[src/sv/tss_pkg.sv]
// shared types and constants for the tick scheduler
`default_nettype none
package tss_pkg;
   localparam logic [2:0] OP_SCHEDULE = 3'd0;
   localparam logic [2:0] OP_SLEEP    = 3'd1;
   localparam logic [2:0] OP_P        = 3'd2;
   localparam logic [2:0] OP_V        = 3'd3;
   localparam logic [2:0] OP_SET_TASK = 3'd4;
   localparam logic [2:0] OP_SET_SEM  = 3'd5;

   typedef struct packed {
      logic [2:0]  opcode;
      logic [2:0]  task_index;
      logic [2:0]  sem_index;
      logic [15:0] value;
   } req_type;

   typedef struct packed {
      logic [2:0]        current_task;
      logic              none_ready;
      logic              blocked;
      logic              woken_valid;
      logic [2:0]        woken_task;
      logic signed [7:0] sem_count;
   } rsp_type;

   // controller to datapath commands
   typedef struct packed {
      logic load;      // capture request, do the opcode work
      logic sleep_dec; // decrement sleep counts
      logic scan_clr;  // start a pick scan
      logic scan_step; // examine one task
      logic refill;    // refill ticks of one task (scan index)
      logic commit;    // take the pick result
      logic mark_none; // flag none ready
      logic show;      // load the response register
   } cmd_type;

   typedef struct packed {
      logic need_sched; // captured opcode calls for a schedule
      logic scan_last;  // scan index at last task
      logic found;      // pick found nonzero ticks
   } sts_type;
endpackage
`default_nettype wire

[src/sv/tick_scheduler_with_semaphores.sv]
// top level of the tick scheduler with counting semaphores
// channel   | direction | ports
// request   | in        | req_valid, req_stall, req_data
// response  | out       | rsp_valid, rsp_stall, rsp_data
// sequence: requests with no schedule pass S_DEC to S_OUT; a schedule runs a first
// scan, commits if it finds ticks, else runs a refill pass and a second scan;
// the scan examines one task per cycle
// reset: synchronous, clears task table, semaphores and queue lengths
// stalls: request port stalls while a request is in flight; a held response
// holds the next request at its result stage
`default_nettype none
module tick_scheduler_with_semaphores #(
   parameter int NUM_TASKS      = 8,
   parameter int NUM_SEMAPHORES = 8
) (
   input  wire              clock,
   input  wire              reset,
   input  wire              req_valid,
   output logic             req_stall,
   input  tss_pkg::req_type req_data,
   output logic             rsp_valid,
   input  wire              rsp_stall,
   output tss_pkg::rsp_type rsp_data
);
   tss_pkg::cmd_type cmd;
   tss_pkg::sts_type sts;

   // sequencer
   tss_ctrl u_ctrl (
      .clock(clock), .reset(reset), .req_valid(req_valid), .req_stall(req_stall),
      .rsp_valid(rsp_valid), .rsp_stall(rsp_stall), .sts(sts), .cmd(cmd)
   );

   // tables and scan
   tss_dp #(.NUM_TASKS(NUM_TASKS), .NUM_SEMAPHORES(NUM_SEMAPHORES)) u_dp (
      .clock(clock), .reset(reset), .req_data(req_data), .cmd(cmd),
      .sts(sts), .rsp_data(rsp_data)
   );
endmodule
`default_nettype wire

[src/sv/tss_ctrl.sv]
// scheduler sequencer
`default_nettype none
module tss_ctrl (
   input  wire             clock,
   input  wire             reset,
   input  wire             req_valid,
   output logic            req_stall,
   output logic            rsp_valid,
   input  wire             rsp_stall,
   input  tss_pkg::sts_type sts,
   output tss_pkg::cmd_type cmd
);
   typedef enum logic [2:0] {
      S_IDLE, S_DEC, S_PICK1, S_REFILL, S_PICK2, S_OUT
   } state_type;
   state_type state_ff, state_in;
   logic rsp_valid_ff, rsp_valid_in;
   logic accept;

   assign accept    = req_valid && !req_stall;
   assign req_stall = (state_ff != S_IDLE);
   assign rsp_valid = rsp_valid_ff;

   always_comb begin
      state_in     = state_ff;
      rsp_valid_in = rsp_valid_ff && rsp_stall;
      cmd          = '0;
      unique case (state_ff)
         S_IDLE: begin
            if (accept) begin
               cmd.load = 1'b1;
               state_in = S_DEC;
            end
         end
         S_DEC: begin
            if (sts.need_sched) begin
               cmd.sleep_dec = 1'b1;
               cmd.scan_clr  = 1'b1;
               state_in      = S_PICK1;
            end else begin
               state_in = S_OUT;
            end
         end
         S_PICK1: begin
            cmd.scan_step = 1'b1;
            if (sts.scan_last) state_in = S_REFILL;
         end
         S_REFILL: begin
            if (sts.found) begin
               cmd.commit = 1'b1;
               state_in   = S_OUT;
            end else begin
               cmd.refill    = 1'b1;
               cmd.scan_step = 1'b1;
               if (sts.scan_last) state_in = S_PICK2;
            end
         end
         S_PICK2: begin
            cmd.scan_step = 1'b1;
            if (sts.scan_last) state_in = S_OUT;
         end
         S_OUT: begin
            if (!(rsp_valid_ff && rsp_stall)) begin
               if (sts.need_sched) begin
                  cmd.commit    = sts.found;
                  cmd.mark_none = !sts.found;
               end
               cmd.show     = 1'b1;
               rsp_valid_in = 1'b1;
               state_in     = S_IDLE;
            end
         end
         default: state_in = S_IDLE;
      endcase
   end

   always_ff @(posedge clock) begin
      if (reset) begin
         state_ff     <= S_IDLE;
         rsp_valid_ff <= 1'b0;
      end else begin
         state_ff     <= state_in;
         rsp_valid_ff <= rsp_valid_in;
      end
   end

   a_busy_stall: assert property (@(posedge clock) disable iff (reset)
      (state_ff != S_IDLE) |-> req_stall) else $error("accept while busy");
   a_load_idle: assert property (@(posedge clock) disable iff (reset)
      cmd.load |-> state_ff == S_IDLE) else $error("load outside idle");
   a_out_once: assert property (@(posedge clock) disable iff (reset)
      (state_ff == S_OUT && state_in == S_IDLE) |=> rsp_valid)
      else $error("result not shown");
endmodule
`default_nettype wire

[src/sv/tss_dp.sv]
// task table, semaphores, wait queues and pick scan
`default_nettype none
module tss_dp #(
   parameter int NUM_TASKS      = 8,
   parameter int NUM_SEMAPHORES = 8
) (
   input  wire              clock,
   input  wire              reset,
   input  tss_pkg::req_type  req_data,
   input  tss_pkg::cmd_type  cmd,
   output tss_pkg::sts_type  sts,
   output tss_pkg::rsp_type  rsp_data
);
   localparam int TW = (NUM_TASKS > 1) ? $clog2(NUM_TASKS) : 1;
   localparam int SW = (NUM_SEMAPHORES > 1) ? $clog2(NUM_SEMAPHORES) : 1;
   localparam int LW = $clog2(NUM_TASKS + 1);
   localparam int QD = NUM_SEMAPHORES << TW;
   localparam int QW = $clog2(QD);

   logic [15:0] ticks_ff [NUM_TASKS];
   logic [15:0] prio_ff  [NUM_TASKS];
   logic [15:0] sleep_ff [NUM_TASKS];
   logic [NUM_TASKS-1:0] wait_ff;
   logic [TW-1:0] run_ff;
   logic signed [7:0] cnt_ff [NUM_SEMAPHORES];
   logic [LW-1:0] len_ff  [NUM_SEMAPHORES];
   logic [TW-1:0] hptr_ff [NUM_SEMAPHORES];
   logic [TW-1:0] queue_mem [QD];
   logic [TW-1:0] head_rd_ff;

   logic [TW-1:0] scan_ff;
   logic [15:0]   best_ff;
   logic [TW-1:0] who_ff;
   logic          sched_ff;
   logic          wake_ff;
   tss_pkg::rsp_type out_ff;
   tss_pkg::rsp_type rsp_ff, rsp_in;

   logic sem_ok, elig;
   logic [SW-1:0] si;
   logic [TW-1:0] ti;
   logic signed [8:0] cm, cp;
   logic [TW:0]   tsum;
   logic [TW-1:0] tailp;

   assign si = SW'(req_data.sem_index);
   assign ti = TW'(req_data.task_index);
   assign sem_ok = {29'd0, req_data.sem_index} < 32'(NUM_SEMAPHORES);
   assign elig = !wait_ff[scan_ff] && sleep_ff[scan_ff] == 16'd0;
   assign cm = 9'(cnt_ff[si]) - 9'sd1;
   assign cp = 9'(cnt_ff[si]) + 9'sd1;
   // tail slot of the circular queue, wrapped by one compare and subtract
   assign tsum  = {1'b0, hptr_ff[si]} + (TW+1)'(len_ff[si]);
   assign tailp = (tsum >= (TW+1)'(NUM_TASKS)) ? TW'(tsum - (TW+1)'(NUM_TASKS))
                                               : tsum[TW-1:0];

   assign sts.need_sched = sched_ff;
   assign sts.scan_last  = scan_ff == TW'(NUM_TASKS - 1);
   assign sts.found      = best_ff != 16'd0;
   assign rsp_data       = rsp_ff;

   // response snapshot, taken with the pick result of this request
   always_comb begin
      rsp_in              = out_ff;
      rsp_in.current_task = 3'(cmd.commit ? who_ff : run_ff);
      rsp_in.none_ready   = cmd.mark_none;
   end

   // head entry read, registered; available on the cycle after a V is accepted
   always_ff @(posedge clock) begin
      head_rd_ff <= queue_mem[QW'({si, hptr_ff[si]})];
      if (cmd.load && req_data.opcode == tss_pkg::OP_P && sem_ok && cm < 0 &&
          32'(len_ff[si]) < NUM_TASKS)
         queue_mem[QW'({si, tailp})] <= run_ff;
   end

   always_ff @(posedge clock) begin
      if (reset) begin
         for (int t = 0; t < NUM_TASKS; t++) begin
            ticks_ff[t] <= '0; prio_ff[t] <= '0; sleep_ff[t] <= '0;
         end
         for (int s = 0; s < NUM_SEMAPHORES; s++) begin
            cnt_ff[s] <= '0; len_ff[s] <= '0; hptr_ff[s] <= '0;
         end
         wait_ff  <= '0;
         run_ff   <= '0;
         sched_ff <= 1'b0;
         wake_ff  <= 1'b0;
         scan_ff  <= '0;
         best_ff  <= '0;
         who_ff   <= '0;
         out_ff   <= '0;
         rsp_ff   <= '0;
      end else begin
         wake_ff <= cmd.load && req_data.opcode == tss_pkg::OP_V && sem_ok &&
                    cp <= 0 && len_ff[si] != '0;
         if (cmd.load) begin
            sched_ff <= 1'b0;
            out_ff   <= '0;
            case (req_data.opcode)
               tss_pkg::OP_SCHEDULE: sched_ff <= 1'b1;
               tss_pkg::OP_SLEEP: begin
                  sleep_ff[run_ff] <= req_data.value;
                  sched_ff <= 1'b1;
               end
               tss_pkg::OP_P: if (sem_ok) begin
                  if (cm >= 0) begin
                     cnt_ff[si] <= 8'(cm);
                     out_ff.sem_count <= 8'(cm);
                  end else if (32'(len_ff[si]) < NUM_TASKS) begin
                     cnt_ff[si] <= (cm < -9'sd128) ? -8'sd128 : 8'(cm);
                     out_ff.sem_count <= (cm < -9'sd128) ? -8'sd128 : 8'(cm);
                     wait_ff[run_ff] <= 1'b1;
                     len_ff[si] <= len_ff[si] + 1'b1;
                     out_ff.blocked <= 1'b1;
                     sched_ff <= 1'b1;
                  end else begin
                     out_ff.sem_count <= cnt_ff[si];
                  end
               end
               tss_pkg::OP_V: if (sem_ok) begin
                  cnt_ff[si] <= (cp > 9'sd127) ? 8'sd127 : 8'(cp);
                  out_ff.sem_count <= (cp > 9'sd127) ? 8'sd127 : 8'(cp);
                  if (cp <= 0 && len_ff[si] != '0) begin
                     len_ff[si] <= len_ff[si] - 1'b1;
                     hptr_ff[si] <= (hptr_ff[si] == TW'(NUM_TASKS - 1)) ? '0
                                    : hptr_ff[si] + 1'b1;
                     out_ff.woken_valid <= 1'b1;
                  end
               end
               tss_pkg::OP_SET_TASK:
                  if ({29'd0, req_data.task_index} < 32'(NUM_TASKS)) begin
                     prio_ff[ti]  <= req_data.value;
                     ticks_ff[ti] <= req_data.value;
                  end
               tss_pkg::OP_SET_SEM: if (sem_ok) begin
                  cnt_ff[si] <= (req_data.value > 16'd127) ? 8'sd127
                                : 8'(req_data.value);
                  out_ff.sem_count <= (req_data.value > 16'd127) ? 8'sd127
                                : 8'(req_data.value);
               end
               default: ;
            endcase
         end
         // wake the head in the cycle after the V load, from registered read
         if (wake_ff) begin
            wait_ff[head_rd_ff] <= 1'b0;
            out_ff.woken_task <= 3'(head_rd_ff);
         end
         if (cmd.sleep_dec)
            for (int t = 0; t < NUM_TASKS; t++)
               if (sleep_ff[t] != '0) sleep_ff[t] <= sleep_ff[t] - 1'b1;
         if (cmd.scan_clr) begin
            scan_ff <= '0;
            best_ff <= '0;
            who_ff  <= '0;
         end else if (cmd.scan_step) begin
            scan_ff <= sts.scan_last ? '0 : scan_ff + 1'b1;
            if (cmd.refill) begin
               if (elig) ticks_ff[scan_ff] <= prio_ff[scan_ff];
            end else if (elig && ticks_ff[scan_ff] > best_ff) begin
               best_ff <= ticks_ff[scan_ff];
               who_ff  <= scan_ff;
            end
         end
         if (cmd.commit) run_ff <= who_ff;
         if (cmd.show) rsp_ff <= rsp_in;
      end
   end

   a_len_bound: assert property (@(posedge clock) disable iff (reset)
      32'(len_ff[si]) <= NUM_TASKS) else $error("queue overrun");
   a_refill_nofound: assert property (@(posedge clock) disable iff (reset)
      cmd.refill |-> !sts.found) else $error("refill after pick");
   a_commit_nz: assert property (@(posedge clock) disable iff (reset)
      cmd.commit |-> best_ff != 16'd0) else $error("commit of zero ticks");
endmodule
`default_nettype wire
[config.mk]
export PLATFORM = sky130hd
export DESIGN_NAME = tick_scheduler_with_semaphores
export DESIGN_NICKNAME = d
export VERILOG_FILES = /design/src/sv/tss_pkg.sv /design/src/sv/tick_scheduler_with_semaphores.sv /design/src/sv/tss_ctrl.sv /design/src/sv/tss_dp.sv
export SDC_FILE = /design/constraint.sdc
export NUM_CORES = 1
export LEC_CHECK = 0
export BUFFER_PORTS_ARGS = -buffer_cell sky130_fd_sc_hd__buf_2
export CORE_MARGIN = 5
export CORE_UTILIZATION = 30
export CTS_CLUSTER_SIZE = 28
export DETAILED_ROUTE_END_ITERATION = 8
export PLACE_DENSITY_LB_ADDON = 0.2
export SYNTH_ARGS = -nofsm -noshare
export SYNTH_HDL_FRONTEND = slang
export SYNTH_SLANG_ARGS = --single-unit
[constraint.sdc]
create_clock -name clock -period 4.9 [get_ports clock]
set_clock_uncertainty 0.2 [all_clocks]
set_input_delay 0 -clock clock [delete_from_list [all_inputs] [get_ports clock]]
set_output_delay 0 -clock clock [all_outputs]
set_load 0.005 [all_outputs]
# == After elaboration in Yosys (flattened, before gate mapping) ==
# Memory sizes are Yosys's and may differ from the RTL's. A register that Yosys moved wholly into a read port is not among the register bits.
# Index checks and enable logic that the tools add are counted.
# Widths: inputs -> output; s select.
# totals
regBits,69
mem_bits_rw,696
wordCells,291
memories,7
# memory_table
memory,depth,word_bits,read_ports,rd_ports_with_merged_regs,write_ports,line,text
u_dp.queue_mem,64,3,1,1,1,tss_dp.sv:28,logic [TW-1:0] queue_mem [QD];
u_dp.prio_ff,8,16,1,1,8,tss_dp.sv:21,logic [15:0] prio_ff [NUM_TASKS];
u_dp.sleep_ff,8,16,9,1,8,tss_dp.sv:22,logic [15:0] sleep_ff [NUM_TASKS];
u_dp.ticks_ff,8,16,1,1,8,tss_dp.sv:20,logic [15:0] ticks_ff [NUM_TASKS];
u_dp.cnt_ff,8,8,1,0,8,tss_dp.sv:25,logic signed [7:0] cnt_ff [NUM_SEMAPHORES];
u_dp.len_ff,8,4,1,0,8,tss_dp.sv:26,logic [LW-1:0] len_ff [NUM_SEMAPHORES];
+1 memories,-,-,-,-,-,-,
# classes
add_sub_neg,16
order_cmp,14
n_eq_ne,17
n_mux,159
n_bitwise,16
reduce_logical,43
# ops
cell,count
$mux 16,12
$reduce_bool 16->1,9
$sub 16x1->16 const B,8
$mux 8,15
$mux 1,89
$mux 3,27
$reduce_or 16->1,4
$pmux 8 s3,1
$eq 3x3->1 const B,6
$pmux 3 s6,1
$gt 16x16->1,1
$gt 16x7->1 const B,1
$logic_not 16->1,1
$logic_and 1x1->1,13
$eq 3x2->1 const B,4
$lt 3x4->1 const B,3
$or 1x1->1,12
$mux 11,1
$mux 2,5
$add 8x2->9 const B,1
$ge 9x1->1 const B,1
$gt 9x8->1 const B,1
$le 9x1->1 const B,1
$lt 9x1->1 const B,1
33 further kinds,47

# == Depth between registers and ports, before layout ==
# logic_depth
word_depth,13
ltp_mapped,19
ltp_nobuf,15

# == By module ==
# Synthesis repeated with hierarchy kept, for this count alone.
# unflattened
cells_unflattened,3106
area_unflattened_um2,37932.6
# by_module_without_submodules
module,instances,cells_each,area_each_um2,seq_area_each_um2
tss_dp,1,3059,37579.8,22321.4
tss_ctrl,1,47,352.8,80.1

# == Worst setup path after synthesis ==
# No wires, ideal clock.
# synth_path
path_kind,in2reg
from,input req_data[16] in the netlist's numbering
to,memory u_dp.len_ff[0][3] in the netlist's numbering (data pin)
setup_time_ps,272
arrival_time_ps,4292
required_time_ps,4428
path_slack_ps,136
cell_stages,17
path_buffers,3
cell_sequence,clkbuf_1 clkbuf_1 mux4_2 and2_1 inv_1 ha_1 and2_0 nand2_1 or4_1 a211oi_2 buf_2 ha_1 a21o_1 a21oi_1 xor2_1 mux2i_1 nor2_1
# synth_lines
item,line,text
"start, declared",tick_scheduler_with_semaphores.sv:20,"input tss_pkg::req_type req_data,"
"end, declared",tss_dp.sv:26,

==> summary.md <==
| Metric | Value |
|---|---|
| CP top delay family | `compound AO/OA/AOI/OAI gates` |
| Period minus WS final | `between 4000 and 5000 ps` |
| Aggregate global-route resource usage | `0.160` |
| Port Buf Inserts | `47` |
| Largest net degree at the start of global routing | `71` |
| Relative slew slack | `0.233` |
| Antenna violations before repair | `7` |
| Final setup margin | `~400 ps` |
| Switching pwr | `roughly 4000 uW` |
| H-tree Lvls | `3` |
| CTS sink count | `771` |
| Hold path start | `rsp_stall` |
| Least-Margin Pin Slew | `1150 ps` |
| Hold endpoint | `u_ctrl.rsp_valid` |
| Final hold violations | `0` |
| Post-synth ARST share | `0` |
| TNS Setup | `0 ps` |
| Top-Level Pins | `48` |
| Mapped Cells | `~3100` |
| Yosys warns | `0` |
| GP Congestion | `0.814` |
| Critical Path AT | `between 4000 and 5000 ps` |
| Share of cells above drive strength 1 | `0.139` |
| Worst VDD drop | `0.000270 V` |
| Crit path kind | `register to register` |
| Primary FF master, synth | `edfxtp_1` |
| Die width | `between 300 and 400 microns` |
| Status | `complete, no violations` |
| Die height | `361 microns` |
| Worst hold path depth | `4` |
| Final Power | `between 15000 and 20000 uW` |
| RR Endpoint | `u_dp.best_ff[3]` |
| Worst R2R Setup Slack | `400 ps` |
| CTS tree | `built` |
| Nets | `~3200` |
| Share of power burned in registers | `0.478` |
| Leak | `0.0146 uW` |
| FF+latch count, synth | `approximately 770` |
| Switching power share of the total | `0.251` |
| Worst path required time | `~5200 ps` |
| Number of synthesized flops with an enable pin | `696` |
| Placed instance count | `approximately 4700` |
| Fmax | `around 220 MHz` |
| Synth cell types | `around 80` |
| Pre-antenna DRT Iters | `6` |
| Die ar. | `130000 sq um` |
| Starting Density | `0.303` |
| Syn_nets | `~3100` |
| Vias/cell | `5.04` |
| DP HPWL | `68000 microns` |
| RSZ-0062 raised after global routing | `no` |
| DRC | `0` |
| Skew-Pair Late Insertion Delay | `670 ps` |
| Area Growth Syn to Fin | `15.3%` |
| Sequence of cells on the critical path | `mux4_2 > mux2_2 > ha_1 > a21oi_1 > nor3_1 > a2111oi_0 > o21ai_0 > o221a_2 > o2111a_1 > buf_4 > mux2i_1` |
| Worst Path Max Fanout | `44` |
| Num CTS Buffers | `slightly below 90` |
| Crit end category | `register` |
| Crit path largest cell delay | `between 900 and 1000 ps` |
| Slew Viols, Final | `0` |
| Final non-filler cell total | `~4900` |
| Cell Pwr Density | `368 nW/um^2` |
| Setup violators final | `0` |
| Global-route wire length before repair | `161000 microns` |
| Clock power frac | `0.421` |
| Post-route ant nets | `0` |
| Fill cell total of the finished layout | `~12000` |
| Total core area | `122000 sq um` |
| Clock-pin slew on the worst setup and hold paths | `60 ps` |
| Wirelength per Cell | `between 20 and 25 microns` |
| # resized after CTS | `0` |
| CTS Hold Buffers Added | `32` |
| Post-Syn Area | `37000 sq um` |
| Depth of the worst register-to-register path | `11` |
| Buf/Inv on CP | `1` |
| Logic pwr share | `0.101` |
| Clk root buf | `clkbuf_16` |
| Sequential cell area fraction in the yosys report | `0.606` |
| Crit path max-delay cell type | `dfxtp_4` |
| Worst hold-check path type | `input pin to register` |
| Period utilization | `0.919` |
| Layout Utilization | `0.349` |
| Mean Syn Cell Area | `12.1 sq um` |
| Dpl ws | `372 ps` |
| GR Overflow Total | `0` |
| Routed wire length | `107000 microns` |
| Rows | `between 100 and 150` |
| Clock Path Buffers | `3` |
| Via count | `24500` |
| Vias in the first global route | `24400` |
| 1st-iter DRT viols | `2002` |
| Max cap viols | `0` |
| Setup Buffers After CTS | `0` |
| Critical Path Source Type | `register` |
| P_int | `between 10000 and 15000 uW` |
==> layout by cell type (no fill, tap or decap), types with 17 or more instances in the layout <==
cell type and instances:
a21o_1 20, clkbuf_1 17, mux2_2 36, o31ai_1 23, a211oi_1 42, dlygate4sd3_1 32
buf_4 101, nand2_1 326, or2_2 19, nor3_1 61, edfxtp_1 696, o21ai_0 136
nor2_1 440, dfxtp_1 69, o21ai_1 20, clkbuf_16 93, buf_2 46, xnor2_1 74
nor2b_1 24, mux2i_1 146, or4_1 17, ha_1 40, nand3_1 24, nor4_1 29
nand2b_1 33, inv_1 45, xor2_1 43, mux4_2 78, a21oi_1 58, and2_1 150
==> state kept, by name (all words and copies together) (netlist names), 17 cells and up, named ones only <==
register / count
u_dp.ticks_ff: 128
u_dp.rsp_data: 17
u_dp.hptr_ff: 24
u_dp.len_ff: 32
u_dp.cnt_ff: 64
u_dp.queue_mem: 192
u_dp.sleep_ff: 128
u_dp.prio_ff: 128
==> cells in the mapped netlist (all sizes together) (43+ instances only) <==
| cell | n | area [sq um] |
|---|---|---|
| o21ai | 156 | 781 |
| mux2i | 147 | 1470 |
| buf | 50 | 234 |
| edfxtp | 696 | 20900 |
| a21oi | 62 | 322 |
| clkbuf | 118 | 443 |
| a211oi | 44 | 348 |
| xnor2 | 74 | 648 |
| dfxtp | 75 | 1500 |
| nor2 | 440 | 1650 |
| and2 | 151 | 945 |
| xor2 | 43 | 377 |
| inv | 48 | 180 |
| nor3 | 66 | 330 |
| mux4 | 78 | 1760 |
| nand2 | 326 | 1220 |
==> metal layers <==
metal | track usage | vias to the layer above | wire length, microns
met2 | 0.261 | 550 | 50100
met1 | 0.227 | 12300 | 50300
met5 | 0 | - | 7
met4 | 0.0375 | 2 | 2090
li1 | - | 11400 | -
met3 | 0.0239 | 137 | 4810
==> area by class of cell <==
cell class / instances / area, sq um / share of cell area
diodes: 9 / 22.5 / 0.000528
clock buffers: 118 / 2490 / 0.0585
clock inverters: 37 / 364 / 0.00854
inverters: 50 / 188 / 0.00440
multi-input cells: 2061 / 13800 / 0.323
flip-flops and latches: 771 / 22400 / 0.526
well taps: 1625 / 2030 / 0.0477
repair buffers: 181 / 1350 / 0.0316
==> per-stage QoR <==
step	area, sq um	hold WS (ps)
after floorplan	37000	-40.1
after global placement	39400	111
after detailed placement	39400	119
after CTS	42600	51.0
after global routing	42600	118
final	42600	89.4
==> cells by family after synthesis <==
logic type,Yosys count,synth area share
xor+xnor,117,0.0277
fa+ha+maj,42,0.0146
buf+inv,218,0.0234
compound gates,451,0.0811
flops,771,0.606
simple gates,1190,0.149
mux,261,0.0983
==> power groups by stage <==
| stage | Combinational [uW] | Clock, uW | Sequential, uW |
|---|---|---|---|
| final | 1580 | 6600 | 7500 |
| after global routing | 1710 | 7040 | 7530 |
| after CTS | 1610 | 6780 | 7510 |
| after detailed placement | 1580 | 0 | 7640 |
| after global placement | 1580 | 0 | 7640 |
| after floorplan | 1060 | 0 | 7540 |
==> worst max-delay path by stage <==
stage	startpoint	depth (start not counted)	end
final	register	11	u_dp.best_ff[3]
after global routing	register	11	u_dp.best_ff[2]
after CTS	register	11	u_dp.best_ff[3]
after detailed placement	register	11	u_dp.best_ff[3]
after global placement	req_data[17]	16	u_dp.len_ff[0][3]
after floorplan	req_data[16]	17	u_dp.len_ff[0][3]
==> tightest hold or removal path, stage by stage <==
cell	delay, ps
dlygate4sd3_1	590
buf_2	170
nand2_1	70
a21oi_1	60
Power figures use the tool's default switching activity.
